File: config.mk
export PLATFORM = sky130hd
export DESIGN_NAME = l2cap_signalling_channel_table
export DESIGN_NICKNAME = d
export VERILOG_FILES = /design/src/rtl/l2st_pkg.sv /design/src/rtl/l2st_match.sv /design/src/rtl/l2cap_signalling_channel_table.sv
export SDC_FILE = /design/constraint.sdc
export NUM_CORES = 1
export LEC_CHECK = 0
export ABC_AREA = 1
export BUFFER_PORTS_ARGS = -buffer_cell sky130_fd_sc_hd__buf_2
export CAP_MARGIN = 10
export CORE_UTILIZATION = 50
export DETAILED_ROUTE_END_ITERATION = 12
export PLACE_DENSITY_LB_ADDON = 0.08
export SYNTH_ARGS = -nofsm -noshare
export SYNTH_HDL_FRONTEND = slang
export SYNTH_SLANG_ARGS = --single-unit
export TNS_END_PERCENT = 30
File: constraint.sdc
create_clock -name i_clk -period 10.8 [get_ports i_clk]
set_input_delay 3.24 -clock i_clk [delete_from_list [all_inputs] [get_ports i_clk]]
set_output_delay 3.24 -clock i_clk [all_outputs]
set_load 0.05 [all_outputs]
File: src/rtl/l2st_pkg.sv
// ----------------------------------------------------------------------------
// l2st_pkg
// Shared types and constants for the signalling channel table.
// ----------------------------------------------------------------------------
package l2st_pkg;

    localparam int CHANNELS    = 8;
    localparam int IDX_W       = (CHANNELS > 1) ? $clog2(CHANNELS) : 1;
    localparam int MAX_RESULTS = 8;
    localparam int CNT_W       = 4;

    localparam logic [1:0]  F_RX    = 2'd0;
    localparam logic [1:0]  F_CONN  = 2'd1;
    localparam logic [1:0]  F_CLEAR = 2'd2;

    localparam logic [15:0] CID_SIG      = 16'h0001;
    localparam logic [15:0] CID_FIRST    = 16'h0040;
    localparam logic [7:0]  IDENT_FIRST  = 8'h01;
    localparam logic [15:0] PSM_HID_CTRL = 16'h0011;
    localparam logic [15:0] PSM_HID_INTR = 16'h0013;
    localparam logic [15:0] INFO_EXT_FEAT = 16'h0002;
    localparam logic [15:0] INFO_NOTSUP  = 16'h0001;
    localparam logic [15:0] MIN_LEN      = 16'd8;
    localparam logic [15:0] MIN_SIG_LEN  = 16'd12;

    localparam logic [7:0]  C_CONN_REQ = 8'h02;
    localparam logic [7:0]  C_CONN_RSP = 8'h03;
    localparam logic [7:0]  C_CFG_REQ  = 8'h04;
    localparam logic [7:0]  C_CFG_RSP  = 8'h05;
    localparam logic [7:0]  C_INFO_REQ = 8'h0A;
    localparam logic [7:0]  C_INFO_RSP = 8'h0B;

    localparam logic [15:0] RES_OK      = 16'd0;
    localparam logic [15:0] RES_PENDING = 16'd1;

    typedef enum logic [1:0] {
        M_LOCAL,
        M_PSM,
        M_FREE,
        M_WAIT
    } t_mode;

    typedef struct packed {
        logic [15:0] lcid;
        logic [15:0] rcid;
        logic [15:0] psm;
        logic        open;
    } t_entry;

    typedef struct packed {
        logic hit;
        logic ctrl;
        logic intr;
    } t_match;

    typedef struct packed {
        logic [7:0]  code;
        logic [7:0]  ident;
        logic [3:0]  len;
        logic [15:0] w0;
        logic [15:0] w1;
    } t_frame;

endpackage

File: src/rtl/l2st_match.sv
// ----------------------------------------------------------------------------
// l2st_match
// Shared compare unit: tests one table entry against the active search.
// ----------------------------------------------------------------------------
module l2st_match
    import l2st_pkg::*;
(
    input  t_mode       i_mode,
    input  logic [15:0] i_key,
    input  t_entry      i_ent,
    output t_match      o_match
);

    logic used;

    assign used = (i_ent.lcid != 16'd0);

    always_comb begin
        case (i_mode)
            M_LOCAL: o_match.hit = (i_key != 16'd0) && (i_ent.lcid == i_key);
            M_PSM:   o_match.hit = used && (i_ent.psm == i_key);
            M_FREE:  o_match.hit = !used;
            M_WAIT:  o_match.hit = used && (i_ent.rcid != 16'd0) && !i_ent.open;
            default: o_match.hit = 1'b0;
        endcase
        o_match.ctrl = i_ent.open && (i_ent.psm == PSM_HID_CTRL);
        o_match.intr = i_ent.open && (i_ent.psm == PSM_HID_INTR);
    end

endmodule

File: src/rtl/l2cap_signalling_channel_table.sv
// ----------------------------------------------------------------------------
// l2cap_signalling_channel_table
// L2CAP signalling endpoint with a small channel table.
//
// Usage:
//   Slave channel: one transfer carries a received ACL frame header with its
//   signalling fields, a local connect request, or a table clear (tuser).
//   Master channel: each input item yields one or more result transfers, the
//   final one marked by tlast. tuser flags a result that carries a
//   signalling frame; tdata holds the frame and the HID channel status.
//   i_cfg_we/i_cfg_wdata write the link handle; write only while idle.
// Sequence:
//   The table is walked one entry per cycle through a single compare unit.
//   After acceptance: a decode state, up to two lookup walks that stop at a
//   hit plus an action state (both walks only for a connection request that
//   misses its PSM), or one walk over all entries for the waiting channels
//   of an info response, or neither, then a status walk over all entries
//   and a load state. Each later result passes through the load state after
//   the previous transfer, and, when replying to an info response, through
//   a seek state for every entry passed. The block returns to idle in the
//   cycle after the final transfer. o_s_axis_tready is high only when idle.
// Reset: clears the table, next CID 0x0040, next identifier 1, link 0.
// Stalls: hold a result in the output register until taken; the block waits.
// ----------------------------------------------------------------------------
module l2cap_signalling_channel_table
    import l2st_pkg::*;
(
    input  logic         i_clk,
    input  logic         i_rst_n,
    input  logic         i_cfg_we,
    input  logic [11:0]  i_cfg_wdata,
    input  logic         i_s_axis_tvalid,
    output logic         o_s_axis_tready,
    // rx_handle, rx_len, rx_cid, sig_code, sig_ident, rx_word0..2, zero pad
    input  logic [111:0] i_s_axis_tdata,
    // func
    input  logic [1:0]   i_s_axis_tuser,
    output logic         o_m_axis_tvalid,
    input  logic         i_m_axis_tready,
    // tx_code, tx_ident, tx_len, tx_word0, tx_word1, hid_deliver, ctrl_open,
    // ctrl_remote_cid, intr_open, intr_remote_cid, zero pad
    output logic [87:0]  o_m_axis_tdata,
    // tx_valid
    output logic [0:0]   o_m_axis_tuser,
    output logic         o_m_axis_tlast
);

    typedef enum logic [3:0] {
        S_IDLE, S_DEC, S_SCAN, S_ACT, S_SERVE, S_STAT, S_LOAD, S_SEEK, S_HOLD
    } t_state;

    t_state            r_state, n_state;
    logic [11:0]       r_link, n_link;
    logic [1:0]        r_func, n_func;
    logic [11:0]       r_handle, n_handle;
    logic [15:0]       r_len, n_len, r_cid, n_cid;
    logic [7:0]        r_code, n_code, r_ident, n_ident;
    logic [15:0]       r_w0, n_w0, r_w1, n_w1, r_w2, n_w2;
    logic [15:0]       r_local  [CHANNELS], n_local  [CHANNELS];
    logic [15:0]       r_remote [CHANNELS], n_remote [CHANNELS];
    logic [15:0]       r_psm    [CHANNELS], n_psm    [CHANNELS];
    logic [CHANNELS-1:0] r_open, n_open, r_mask, n_mask;
    logic [15:0]       r_next_cid, n_next_cid;
    logic [7:0]        r_next_ident, n_next_ident, r_srv_base, n_srv_base;
    t_mode             r_mode, n_mode;
    logic [15:0]       r_key, n_key;
    logic [IDX_W-1:0]  r_idx, n_idx;
    logic              r_found, n_found, r_deliver, n_deliver;
    t_frame            r_f0, n_f0, r_f1, n_f1, r_out, n_out;
    logic              r_out_tx, n_out_tx, r_out_hid, n_out_hid;
    logic [CNT_W-1:0]  r_nfix, n_nfix, r_srv, n_srv, r_ntot, n_ntot, r_k, n_k;
    logic              r_cc_open, n_cc_open, r_ci_open, n_ci_open;
    logic [15:0]       r_cc_cid, n_cc_cid, r_ci_cid, n_ci_cid;

    t_entry            w_ent;
    t_match            w_m;
    logic              w_last_idx, w_link_up, w_last;
    logic [15:0]       w_loc;

    assign w_ent.lcid = r_local[r_idx];
    assign w_ent.rcid = r_remote[r_idx];
    assign w_ent.psm  = r_psm[r_idx];
    assign w_ent.open = r_open[r_idx];

    l2st_match u_match (
        .i_mode  (r_mode),
        .i_key   (r_key),
        .i_ent   (w_ent),
        .o_match (w_m)
    );

    assign w_last_idx = (r_idx == IDX_W'(CHANNELS - 1));
    assign w_link_up  = (r_link != 12'd0);
    assign w_last     = (r_ntot == '0) || (r_k == CNT_W'(r_ntot - 1'b1));

    always_comb begin
        n_state = r_state;   n_link = r_link;     n_func = r_func;
        n_handle = r_handle; n_len = r_len;       n_cid = r_cid;
        n_code = r_code;     n_ident = r_ident;
        n_w0 = r_w0;         n_w1 = r_w1;         n_w2 = r_w2;
        n_local = r_local;   n_remote = r_remote; n_psm = r_psm;
        n_open = r_open;     n_mask = r_mask;
        n_next_cid = r_next_cid; n_next_ident = r_next_ident;
        n_srv_base = r_srv_base;
        n_mode = r_mode;     n_key = r_key;       n_idx = r_idx;
        n_found = r_found;   n_deliver = r_deliver;
        n_f0 = r_f0;         n_f1 = r_f1;         n_out = r_out;
        n_out_tx = r_out_tx; n_out_hid = r_out_hid;
        n_nfix = r_nfix;     n_srv = r_srv;       n_ntot = r_ntot;  n_k = r_k;
        n_cc_open = r_cc_open; n_ci_open = r_ci_open;
        n_cc_cid = r_cc_cid;   n_ci_cid = r_ci_cid;
        w_loc = r_next_cid;

        if (i_cfg_we) begin
            n_link = i_cfg_wdata;
        end

        case (r_state)
            S_IDLE: begin
                if (i_s_axis_tvalid) begin
                    n_func   = i_s_axis_tuser;
                    n_handle = i_s_axis_tdata[11:0];
                    n_len    = i_s_axis_tdata[27:12];
                    n_cid    = i_s_axis_tdata[43:28];
                    n_code   = i_s_axis_tdata[51:44];
                    n_ident  = i_s_axis_tdata[59:52];
                    n_w0     = i_s_axis_tdata[75:60];
                    n_w1     = i_s_axis_tdata[91:76];
                    n_w2     = i_s_axis_tdata[107:92];
                    n_state  = S_DEC;
                end
            end
            S_DEC: begin
                n_idx = '0;       n_found = 1'b0;   n_deliver = 1'b0;
                n_nfix = '0;      n_srv = '0;       n_mask = '0;
                n_cc_open = 1'b0; n_ci_open = 1'b0;
                n_cc_cid = '0;    n_ci_cid = '0;
                n_state = S_STAT;
                if (r_func == F_RX) begin
                    if (r_len >= MIN_LEN && r_handle == r_link) begin
                        if (r_cid == CID_SIG) begin
                            if (r_len >= MIN_SIG_LEN) begin
                                case (r_code)
                                    C_CONN_REQ: begin
                                        n_mode = M_PSM;   n_key = r_w0;
                                        n_state = S_SCAN;
                                    end
                                    C_CONN_RSP: begin
                                        n_mode = M_LOCAL; n_key = r_w1;
                                        n_state = S_SCAN;
                                    end
                                    C_CFG_REQ, C_CFG_RSP: begin
                                        n_mode = M_LOCAL; n_key = r_w0;
                                        n_state = S_SCAN;
                                    end
                                    C_INFO_REQ: begin
                                        n_f0 = '{C_INFO_RSP, r_ident, 4'd4, r_w0,
                                                 INFO_NOTSUP};
                                        n_nfix = w_link_up ? CNT_W'(1) : '0;
                                    end
                                    C_INFO_RSP: begin
                                        n_mode = M_WAIT;
                                        n_srv_base = r_next_ident;
                                        n_state = S_SERVE;
                                    end
                                    default: n_state = S_STAT;
                                endcase
                            end
                        end else begin
                            n_mode = M_LOCAL; n_key = r_cid;
                            n_state = S_SCAN;
                        end
                    end
                end else if (r_func == F_CONN) begin
                    n_mode = M_FREE;
                    n_state = S_SCAN;
                end else if (r_func == F_CLEAR) begin
                    for (int i = 0; i < CHANNELS; i++) begin
                        n_local[i] = '0; n_remote[i] = '0; n_psm[i] = '0;
                    end
                    n_open = '0;
                    n_next_cid = CID_FIRST;
                    n_next_ident = IDENT_FIRST;
                end
            end
            S_SCAN: begin
                // stop on a hit with the index held; a PSM search falls back to a free entry
                if (w_m.hit) begin
                    n_found = 1'b1;
                    n_state = S_ACT;
                end else if (w_last_idx) begin
                    n_idx = '0;
                    if (r_mode == M_PSM) begin
                        n_mode = M_FREE;
                    end else begin
                        n_state = S_ACT;
                    end
                end else begin
                    n_idx = IDX_W'(r_idx + 1'b1);
                end
            end
            S_ACT: begin
                n_state = S_STAT;
                n_idx = '0;
                if (r_found) begin
                    if (r_func == F_CONN) begin
                        n_local[r_idx] = r_next_cid;
                        n_psm[r_idx] = r_w0;
                        n_open[r_idx] = 1'b0;
                        n_next_cid = r_next_cid + 16'd1;
                        n_f0 = '{C_CONN_REQ, r_next_ident, 4'd4, r_w0, r_next_cid};
                        n_next_ident = r_next_ident + 8'd1;
                        n_nfix = w_link_up ? CNT_W'(1) : '0;
                    end else if (r_cid != CID_SIG) begin
                        n_deliver = (w_ent.psm == PSM_HID_INTR);
                    end else begin
                        case (r_code)
                            C_CONN_REQ: begin
                                if (r_mode == M_FREE) begin
                                    n_local[r_idx] = r_next_cid;
                                    n_psm[r_idx] = r_w0;
                                    n_open[r_idx] = 1'b0;
                                    n_next_cid = r_next_cid + 16'd1;
                                end else begin
                                    w_loc = w_ent.lcid;
                                end
                                n_remote[r_idx] = r_w1;
                                n_f0 = '{C_CONN_RSP, r_ident, 4'd8, w_loc, r_w1};
                                n_f1 = '{C_CFG_REQ, r_next_ident, 4'd4, r_w1, 16'd0};
                                n_next_ident = r_next_ident + 8'd1;
                                n_nfix = w_link_up ? CNT_W'(2) : '0;
                            end
                            C_CONN_RSP: begin
                                if (r_w2 == RES_OK) begin
                                    n_remote[r_idx] = r_w0;
                                    n_f0 = '{C_CFG_REQ, r_next_ident, 4'd4, r_w0, 16'd0};
                                    n_next_ident = r_next_ident + 8'd1;
                                    n_nfix = w_link_up ? CNT_W'(1) : '0;
                                end else if (r_w2 == RES_PENDING) begin
                                    n_remote[r_idx] = r_w0;
                                    n_f0 = '{C_INFO_REQ, r_next_ident, 4'd2, INFO_EXT_FEAT,
                                             16'd0};
                                    n_next_ident = r_next_ident + 8'd1;
                                    n_nfix = w_link_up ? CNT_W'(1) : '0;
                                end
                            end
                            C_CFG_REQ: begin
                                n_f0 = '{C_CFG_RSP, r_ident, 4'd6, w_ent.rcid,
                                         16'd0};
                                n_open[r_idx] = 1'b1;
                                n_nfix = w_link_up ? CNT_W'(1) : '0;
                            end
                            C_CFG_RSP: begin
                                if (r_w2 == RES_OK) begin
                                    n_open[r_idx] = 1'b1;
                                end
                            end
                            default: n_state = S_STAT;
                        endcase
                    end
                end
            end
            S_SERVE: begin
                // take an identifier per waiting channel, up to MAX_RESULTS; mark it for sending if the link is up
                if (w_m.hit && r_srv < CNT_W'(MAX_RESULTS)) begin
                    n_next_ident = r_next_ident + 8'd1;
                    n_srv = r_srv + 1'b1;
                    if (w_link_up) begin
                        n_mask[r_idx] = 1'b1;
                    end
                end
                if (w_last_idx) begin
                    n_idx = '0;
                    n_state = S_STAT;
                end else begin
                    n_idx = IDX_W'(r_idx + 1'b1);
                end
            end
            S_STAT: begin
                if (w_m.ctrl && !r_cc_open) begin
                    n_cc_open = 1'b1;
                    n_cc_cid = w_ent.rcid;
                end
                if (w_m.intr && !r_ci_open) begin
                    n_ci_open = 1'b1;
                    n_ci_cid = w_ent.rcid;
                end
                if (w_last_idx) begin
                    n_idx = '0;
                    n_k = '0;
                    n_ntot = r_nfix + (w_link_up ? r_srv : CNT_W'(0));
                    n_state = S_LOAD;
                end else begin
                    n_idx = IDX_W'(r_idx + 1'b1);
                end
            end
            S_LOAD: begin
                if (r_ntot == '0) begin
                    n_out = '0;
                    n_out_tx = 1'b0;
                    n_out_hid = r_deliver;
                    n_state = S_HOLD;
                end else if (r_k < r_nfix) begin
                    n_out = (r_k == '0) ? r_f0 : r_f1;
                    n_out_tx = 1'b1;
                    n_out_hid = 1'b0;
                    n_state = S_HOLD;
                end else begin
                    n_state = S_SEEK;
                end
            end
            S_SEEK: begin
                if (r_mask[r_idx]) begin
                    n_out = '{C_CFG_REQ, r_srv_base + 8'(r_k), 4'd4,
                              w_ent.rcid, 16'd0};
                    n_out_tx = 1'b1;
                    n_out_hid = 1'b0;
                    n_state = S_HOLD;
                end
                n_idx = IDX_W'(r_idx + 1'b1);
            end
            S_HOLD: begin
                if (i_m_axis_tready) begin
                    if (w_last) begin
                        n_state = S_IDLE;
                    end else begin
                        n_k = r_k + 1'b1;
                        n_state = S_LOAD;
                    end
                end
            end
            default: n_state = S_IDLE;
        endcase
    end

    always_ff @(posedge i_clk) begin
        if (!i_rst_n) begin
            r_state <= S_IDLE;
            r_link <= '0;
            for (int i = 0; i < CHANNELS; i++) begin
                r_local[i] <= '0; r_remote[i] <= '0; r_psm[i] <= '0;
            end
            r_open <= '0;       r_mask <= '0;
            r_next_cid <= CID_FIRST;
            r_next_ident <= IDENT_FIRST;
            r_mode <= M_LOCAL;  r_idx <= '0;
            r_found <= 1'b0;    r_deliver <= 1'b0;
            r_nfix <= '0;       r_srv <= '0;  r_ntot <= '0;  r_k <= '0;
            r_cc_open <= 1'b0;  r_ci_open <= 1'b0;
        end else begin
            r_state <= n_state;
            r_link <= n_link;
            r_local <= n_local; r_remote <= n_remote; r_psm <= n_psm;
            r_open <= n_open;   r_mask <= n_mask;
            r_next_cid <= n_next_cid;
            r_next_ident <= n_next_ident;
            r_mode <= n_mode;   r_idx <= n_idx;
            r_found <= n_found; r_deliver <= n_deliver;
            r_nfix <= n_nfix;   r_srv <= n_srv;  r_ntot <= n_ntot;  r_k <= n_k;
            r_cc_open <= n_cc_open; r_ci_open <= n_ci_open;
        end
        // payload registers: no reset needed
        r_func <= n_func;   r_handle <= n_handle; r_len <= n_len;  r_cid <= n_cid;
        r_code <= n_code;   r_ident <= n_ident;
        r_w0 <= n_w0;       r_w1 <= n_w1;         r_w2 <= n_w2;
        r_srv_base <= n_srv_base; r_key <= n_key;
        r_f0 <= n_f0;       r_f1 <= n_f1;         r_out <= n_out;
        r_out_tx <= n_out_tx; r_out_hid <= n_out_hid;
        r_cc_cid <= n_cc_cid; r_ci_cid <= n_ci_cid;
    end

    assign o_s_axis_tready = (r_state == S_IDLE);
    assign o_m_axis_tvalid = (r_state == S_HOLD);
    assign o_m_axis_tlast  = w_last;
    assign o_m_axis_tuser  = r_out_tx;
    assign o_m_axis_tdata  = {1'b0, r_ci_cid, r_ci_open, r_cc_cid, r_cc_open,
                              r_out_hid, r_out.w1, r_out.w0, r_out.len,
                              r_out.ident, r_out.code};

    // ------------------------------------------------------------------
    // Assertions
    // ------------------------------------------------------------------
    a_no_accept_while_busy: assert property (@(posedge i_clk) disable iff (!i_rst_n)
        o_m_axis_tvalid |-> !o_s_axis_tready)
        else $error("input ready while a result is pending");

    a_hid_only_without_frame: assert property (@(posedge i_clk) disable iff (!i_rst_n)
        (o_m_axis_tvalid && o_m_axis_tuser[0]) |-> !o_m_axis_tdata[52])
        else $error("delivery flag on a result carrying a frame");

    a_served_bound: assert property (@(posedge i_clk) disable iff (!i_rst_n)
        r_srv <= CNT_W'(MAX_RESULTS))
        else $error("too many info response replies");

    a_link_down_silent: assert property (@(posedge i_clk) disable iff (!i_rst_n)
        (o_m_axis_tvalid && r_link == 12'd0) |-> !o_m_axis_tuser[0])
        else $error("frame sent with link down");

    a_result_held: assert property (@(posedge i_clk) disable iff (!i_rst_n)
        (o_m_axis_tvalid && !i_m_axis_tready) |=> (o_m_axis_tvalid && $stable(r_k)))
        else $error("result dropped under stall");

endmodule

==> qor.txt, run 1 <==
Peak supply drop = 0.166 mV
R2R setup slack = 5.77 ns
Final period util = 51.0%
Core box area = 68,500 µm²
Via count = 30,600
Layout area overhead = 11.8%
Area of the mapped netlist = 34,600 µm²
Type of the most critical hold path = register to register
CTS root buffer = clkbuf_16
Slew Limit Fails = 0
Worst Skew = 0.0281 ns
Post-layout instance area = 38,600 µm²
Worst-case clock buffer depth = 3
Place WS = 5.42 ns
Slew HR = 13.0%
Share of post-route cells with drive strength above 1 = 10.2%
Cell Area, Placed = 35,900 µm²
Cell variety after synth = 58
Worst Max-Slew Pin Slew = 1.30 ns
Routed wire per std cell = 21.1 µm
GP Congestion = 1.00
Pwr dens = 240 nW/µm²
CP startpoint = r_ntot[0]
Final Hold Vio Count = 0
H-tree Lvls = 3
Global Route Usage Sum = 32.1%
Post-synthesis sequential area ratio = 51.5%
Post-CTS sizing = 0
Synthesized area per cell = 7.83 µm²
Post-synth EDFFs = 284
RR Endpoint = r_ci_cid[5]
Total Wirelength = 115,000 µm
Final period demand of the worst path = 5.51 ns
Gr ovfl total = 0
Status = finished, final reports clean
Critical path launch point type = register
WHS Path Cells = 2
Dpl hpwl = 73,400 µm
Clock-pin slew on the worst setup and hold paths = 0.06 ns
CP Class = register to output pin
IO buf count = 210
Ys Warns = 0
RSZ-0062 raised after global routing = false
Via/cell ratio = 5.61
Async SR Flop Fraction = 0%
Vias in the first global route = 27,100
Pleak = 14.4 nW
Post-CTS Setup Inserts = 0
Maxcap violations = 0
Buf/Inv on CP = 3
Most frequent cells in the layout = nand2_1 (1,275), inv_1 (464), a21oi_1 (462), dfxtp_1 (462), nor2_1 (361)
I/O pin cnt = 223
Reg-to-reg startpoint = r_idx[0]
Synth Register Bits = 747
Clock latency at the later pin of the worst-skew pair = 0.66 ns
Hold_sp = r_remote[119]
CP arrival = 2.27 ns
Worst EP required = 7.56 ns
Die Wd = 265 µm
CTS tree = yes
Iteration-0 DRC Markers = 4,030
Top Family by Delay on Critical Path = buffers and inverters
Die Ht = 265 µm
Antenna-violating nets left = 0
CP peak stage delay = 0.33 ns
Rows = 96
Post-route setup slack = 5.29 ns
Ys flop type = dfxtp_1
Clock sink count = 747
Fillers = 6,446
Worst r2r path cells = 12
TritonCTS Buffers = 82
Final setup fails = 0
Total design power = 9.26 mW
First-pass GRT wire length = 170,000 µm
Sum Neg Setup Slack = 0 ns
Initial antenna violation count = 2
CP endpoint kind = output pin
Nets = 4,651
Crit. path cell count = 8
Syn Inst Count = 4,416
CP cell instances = inv_1 > ha_1 > nand2_1 > inv_1 > a211oi_1 > nand3_1 > nand2_1 > buf_2
DIE AREA = 70,200 µm²
Worst Setup EP = o_m_axis_tlast
Largest net degree at the start of global routing = 194
CP Max Fanout = 5
Max Freq = 182 MHz
Commonest non-fill, non-tap cell in the layout = nand2_1
TritonRoute pass-1 iters = 6
DRC = 0
Hold_buf cts = 0
Initial core utilization = 50.5%
Slowest-stage cell, CP = ha_1
-- synthesized netlist by cell type, types with 9 or more instances --
library cell	number	share of area (%)
or2_2	10	0.18
nand3_1	145	2.1
buf_6	21	0.68
nor2_1	372	4.0
ha_1	16	0.58
o21ai_1	28	0.41
or2_1	13	0.24
inv_1	466	5.1
edfxtp_1	284	25
a211oi_1	12	0.26
a21oi_1	462	6.7
o211ai_1	60	1.3
buf_2	58	0.84
xnor2_1	19	0.48
nand3b_1	18	0.39
mux2_2	9	0.29
o22ai_1	44	0.80
buf_1	20	0.22
o21ai_0	186	2.7
nor2_2	15	0.27
clkbuf_1	136	1.5
buf_4	29	0.63
nand2_1	1276	14
nor3_1	38	0.55
nor3_2	9	0.26
nand4_1	122	2.2
dfxtp_1	463	27
nor4_1	15	0.27
-- worst min-delay path, stage by stage, from the launching register on --
cell and delay (ns):
dfxtp_1 0.31, inv_1 0.04, a21oi_1 0.05
-- kinds of logic after synthesis --
| group | Yosys count | share of synthesized area (%) |
|---|---|---|
| muxes | 9 | 0.293 |
| buffers and inverters | 737 | 8.99 |
| adders and majority gates | 18 | 0.695 |
| AOI/OAI and AO/OA | 825 | 13.0 |
| other | 1 | 0.0109 |
| and+or+nand+nor | 2055 | 24.9 |
| xor gates and xnor gates | 24 | 0.608 |
| DFF | 747 | 51.5 |
-- worst min path at each step --
| stage | end | slack (ns) |
|---|---|---|
| after floorplan | r_remote[114] | 0.42 |
| after global routing | r_remote[127] | 0.46 |
| after global placement | r_remote[31] | 0.43 |
| after CTS | r_remote[119] | 0.45 |
| after detailed placement | r_remote[119] | 0.44 |
| final | r_remote[119] | 0.45 |
-- metal layers --
layer | GRT usage (%) | up-vias | part of all wire [%]
met5 | 0 | - | 0
met4 | 11.6 | 0 | 3.6
met3 | 5.72 | 241 | 9.9
met2 | 48.4 | 1470 | 44
met1 | 46.1 | 14300 | 43
li1 | - | 14600 | -
-- registers in the layout, indices dropped and copies added, names as in the netlist, 12 cells and up --
name	flops
r_ci_cid	16
r_handle	12
r_f0	47
r_f1	24
r_key	16
r_local	128
r_w1	16
r_link	12
r_w0	16
r_len	14
r_psm	128
r_remote	128
o_m_axis_tdata	47
r_cc_cid	16
r_next_cid	16
r_w2	16
r_cid	16
-- per-stage QoR --
stage               hold slack (ns)  std cells  util, %
floorplan                     0.424       4421        -
global placement              0.433       5300     52.4
detailed placement            0.437       5300     52.4
CTS                           0.446       5448     56.4
global route                  0.460       5448     56.4
finish                        0.447       5449     56.4
-- area by class of cell --
type                    instances  area [µm²]  share of cell area [%]
clock buffers                 119        2340                    6.06
inverters                     473        1790                    4.63
flip-flops and latches        747       17800                    46.1
repair buffers                261        1460                    3.78
well taps                     882        1100                    2.86
multi-input cells            2937       13800                    35.6
diodes                          1        2.50                 0.00648
clock inverters                29         377                   0.975
-- power breakdown --
group	internal (mW)	switching (mW)	leakage (nW)
Combinational	0.610	2.25	6.75
Sequential	3.29	0.258	6.37
Clock	1.66	1.19	1.33
Total	5.56	3.71	14.4
No activity file was read; power rests on OpenSTA's default activity.
==> run 2, diff against run 1 <==
==> constraint.sdc (replaced) <==
create_clock -name i_clk -period 4.8 [get_ports i_clk]
set_input_delay 1.44 -clock i_clk [delete_from_list [all_inputs] [get_ports i_clk]]
set_output_delay 1.44 -clock i_clk [all_outputs]
set_load 0.05 [all_outputs]
==> qor.txt, run 2 (synthesized netlist as in run 1, its figures left out) <==
Via count = 30,800
Hold slack = 0.443 ns
WHS Path Cells = 2
Rows = 96
Hold EP = r_remote[117]
I/O pin cnt = 223
Largest net degree at the start of global routing = 172
Final setup fails = 0
CTS tree = yes
Antenna Cells = 0
Post-route setup slack = 0.762 ns
Most frequent cells in the layout = nand2_1 (1,275), inv_1 (465), a21oi_1 (462), dfxtp_1 (462), nor2_1 (371)
R2R setup slack = 0.76 ns
Clock latency at the later pin of the worst-skew pair = 0.65 ns
Worst-case clock buffer depth = 3
Gr ovfl total = 0
Place WS = 0.853 ns
CP endpoint kind = register
Die Wd = 265 µm
Final Util = 57.1%
Top Family by Delay on Critical Path = simple AND/OR/NAND/NOR gates
Max Freq = 248 MHz
Pwr dens = 541 nW/µm²
First-pass GRT wire length = 172,000 µm
Post-CTS Setup Inserts = 0
Critical path launch point type = register
Peak supply drop = 0.359 mV
CP peak stage delay = 0.89 ns
Final Hold Vio Count = 0
Total Wirelength = 116,000 µm
TritonRoute pass-1 iters = 8
Final period util = 84.1%
Hold_sp = r_remote[117]
Global Route Usage Sum = 32.5%
Worst Skew = 0.0299 ns
Worst EP required = 5.33 ns
Share of post-route cells with drive strength above 1 = 11.1%
CP arrival = 4.57 ns
Area of the multi-input gates = 13,700 µm²
Worst Max-Slew Pin Slew = 1.37 ns
Slowest-stage cell, CP = dfxtp_1
Pleak = 14.7 nW
Worst r2r path cells = 18
Initial antenna violation count = 1
Hold_buf cts = 0
Maxcap violations = 0
GP Congestion = 0.998
DIE AREA = 70,200 µm²
TritonCTS Buffers = 83
Buf/Inv on CP = 3
RSZ-0062 raised after global routing = false
CP Max Fanout = 24
CTS root buffer = clkbuf_16
Antenna-violating nets left = 0
H-tree Lvls = 3
CP most frequent cell = nand2_1
Final period demand of the worst path = 4.04 ns
Initial core utilization = 50.5%
DRC = 0
Die Ht = 265 µm
Via/cell ratio = 5.61
Cell Area, Placed = 36,300 µm²
Routed wire per std cell = 21.2 µm
Dpl hpwl = 75,700 µm
Fillers = 6,498
Slew Limit Fails = 0
Type of the most critical hold path = register to register
Clock-pin slew on the worst setup and hold paths = 0.06 ns
Post-CTS sizing = 0
Slew HR = 7.94%
Status = finished, final reports clean
CP Class = register to register
RR Endpoint = r_srv[1]
Core box area = 68,500 µm²
Layout area overhead = 13.0%
Sum Neg Setup Slack = 0 ns
Iteration-0 DRC Markers = 4,018
Reg-to-reg startpoint = r_idx[2]
Post-layout instance area = 39,100 µm²
Commonest non-fill, non-tap cell in the layout = nand2_1
IO buf count = 210
Clock sink count = 747
Nets = 4,692
Register area = 17,800 µm²
CP cell instances = inv_4 > nor2_8 > buf_4 > nand3_1 > nand2_1 > nor2_1 > nand2_1 > nand2_1 > nor2_1 > nand3_1 > nor2_1 > nand2_1 > nand3_2 > nand4_1 > nand2_1 > inv_1 > a21oi_1 > nor2_1
Vias in the first global route = 27,400
Top flop regs = r_local (128), r_psm (128), r_remote (128)
## run 2: cell count changes in the layout (fill, tap and decap cells not counted), moves of 5 or more
| cell | delta |
|---|---|
| buf_4 | +33 |
| clkinv_2 | +5 |
| clkbuf_1 | -8 |
| nor2_1 | +10 |
| nor2_2 | -10 |
| buf_12 | +6 |
| clkinvlp_4 | +5 |
## run 2: worst min-delay path: stages, from the launching register on
cell     delay, ns
dfxtp_1       0.30
inv_1         0.05
a21oi_1       0.05
## run 2: metrics by stage
stage	total power, mW	cells
6_report	21.1	5494
5_1_grt	21.9	5494
4_1_cts	21.0	5493
3_5_place_dp	14.5	5339
3_3_place_gp	14.5	5339
2_1_floorplan	12.2	4421
## run 2: how the worst max path moves through the flow
| stage | endpoint | slack (ns) | cells after the start | startpoint |
|---|---|---|---|---|
| floorplan | r_cid[0] | 0.26 | 2 | i_s_axis_tvalid |
| global placement | r_srv[0] | 0.87 | 18 | r_idx[2] |
| detailed placement | r_srv[0] | 0.85 | 18 | r_idx[2] |
| CTS | r_srv[0] | 0.84 | 18 | r_idx[2] |
| global route | r_srv[1] | 0.55 | 18 | r_idx[2] |
| finish | r_srv[1] | 0.76 | 18 | r_idx[2] |
## run 2: report_power, final
part | internal (mW) | switching (mW) | leakage [nW] | total, mW
Sequential | 7.39 | 0.522 | 6.37 | 7.91
Combinational | 1.50 | 5.20 | 6.98 | 6.70
Clock | 3.79 | 2.72 | 1.37 | 6.51
## run 2: cell type report
class / instances / area share, %
Tap cell: 882 / 2.82
Clock buffer: 113 / 6.02
Multi-Input combinational cell: 2937 / 35.2
Sequential cell: 747 / 45.6
Clock inverter: 41 / 1.16
Inverter: 473 / 4.57
Timing Repair Buffer: 301 / 4.70
## run 2: per-layer routing
| layer | up-vias | share of wire (%) | GRT usage [%] |
|---|---|---|---|
| met4 | 0 | 3.3 | 10.9 |
| li1 | 14700 | - | - |
| met5 | - | 0 | 0 |
| met3 | 236 | 10 | 6.86 |
| met1 | 14500 | 43 | 45.9 |
| met2 | 1365 | 44 | 49.3 |
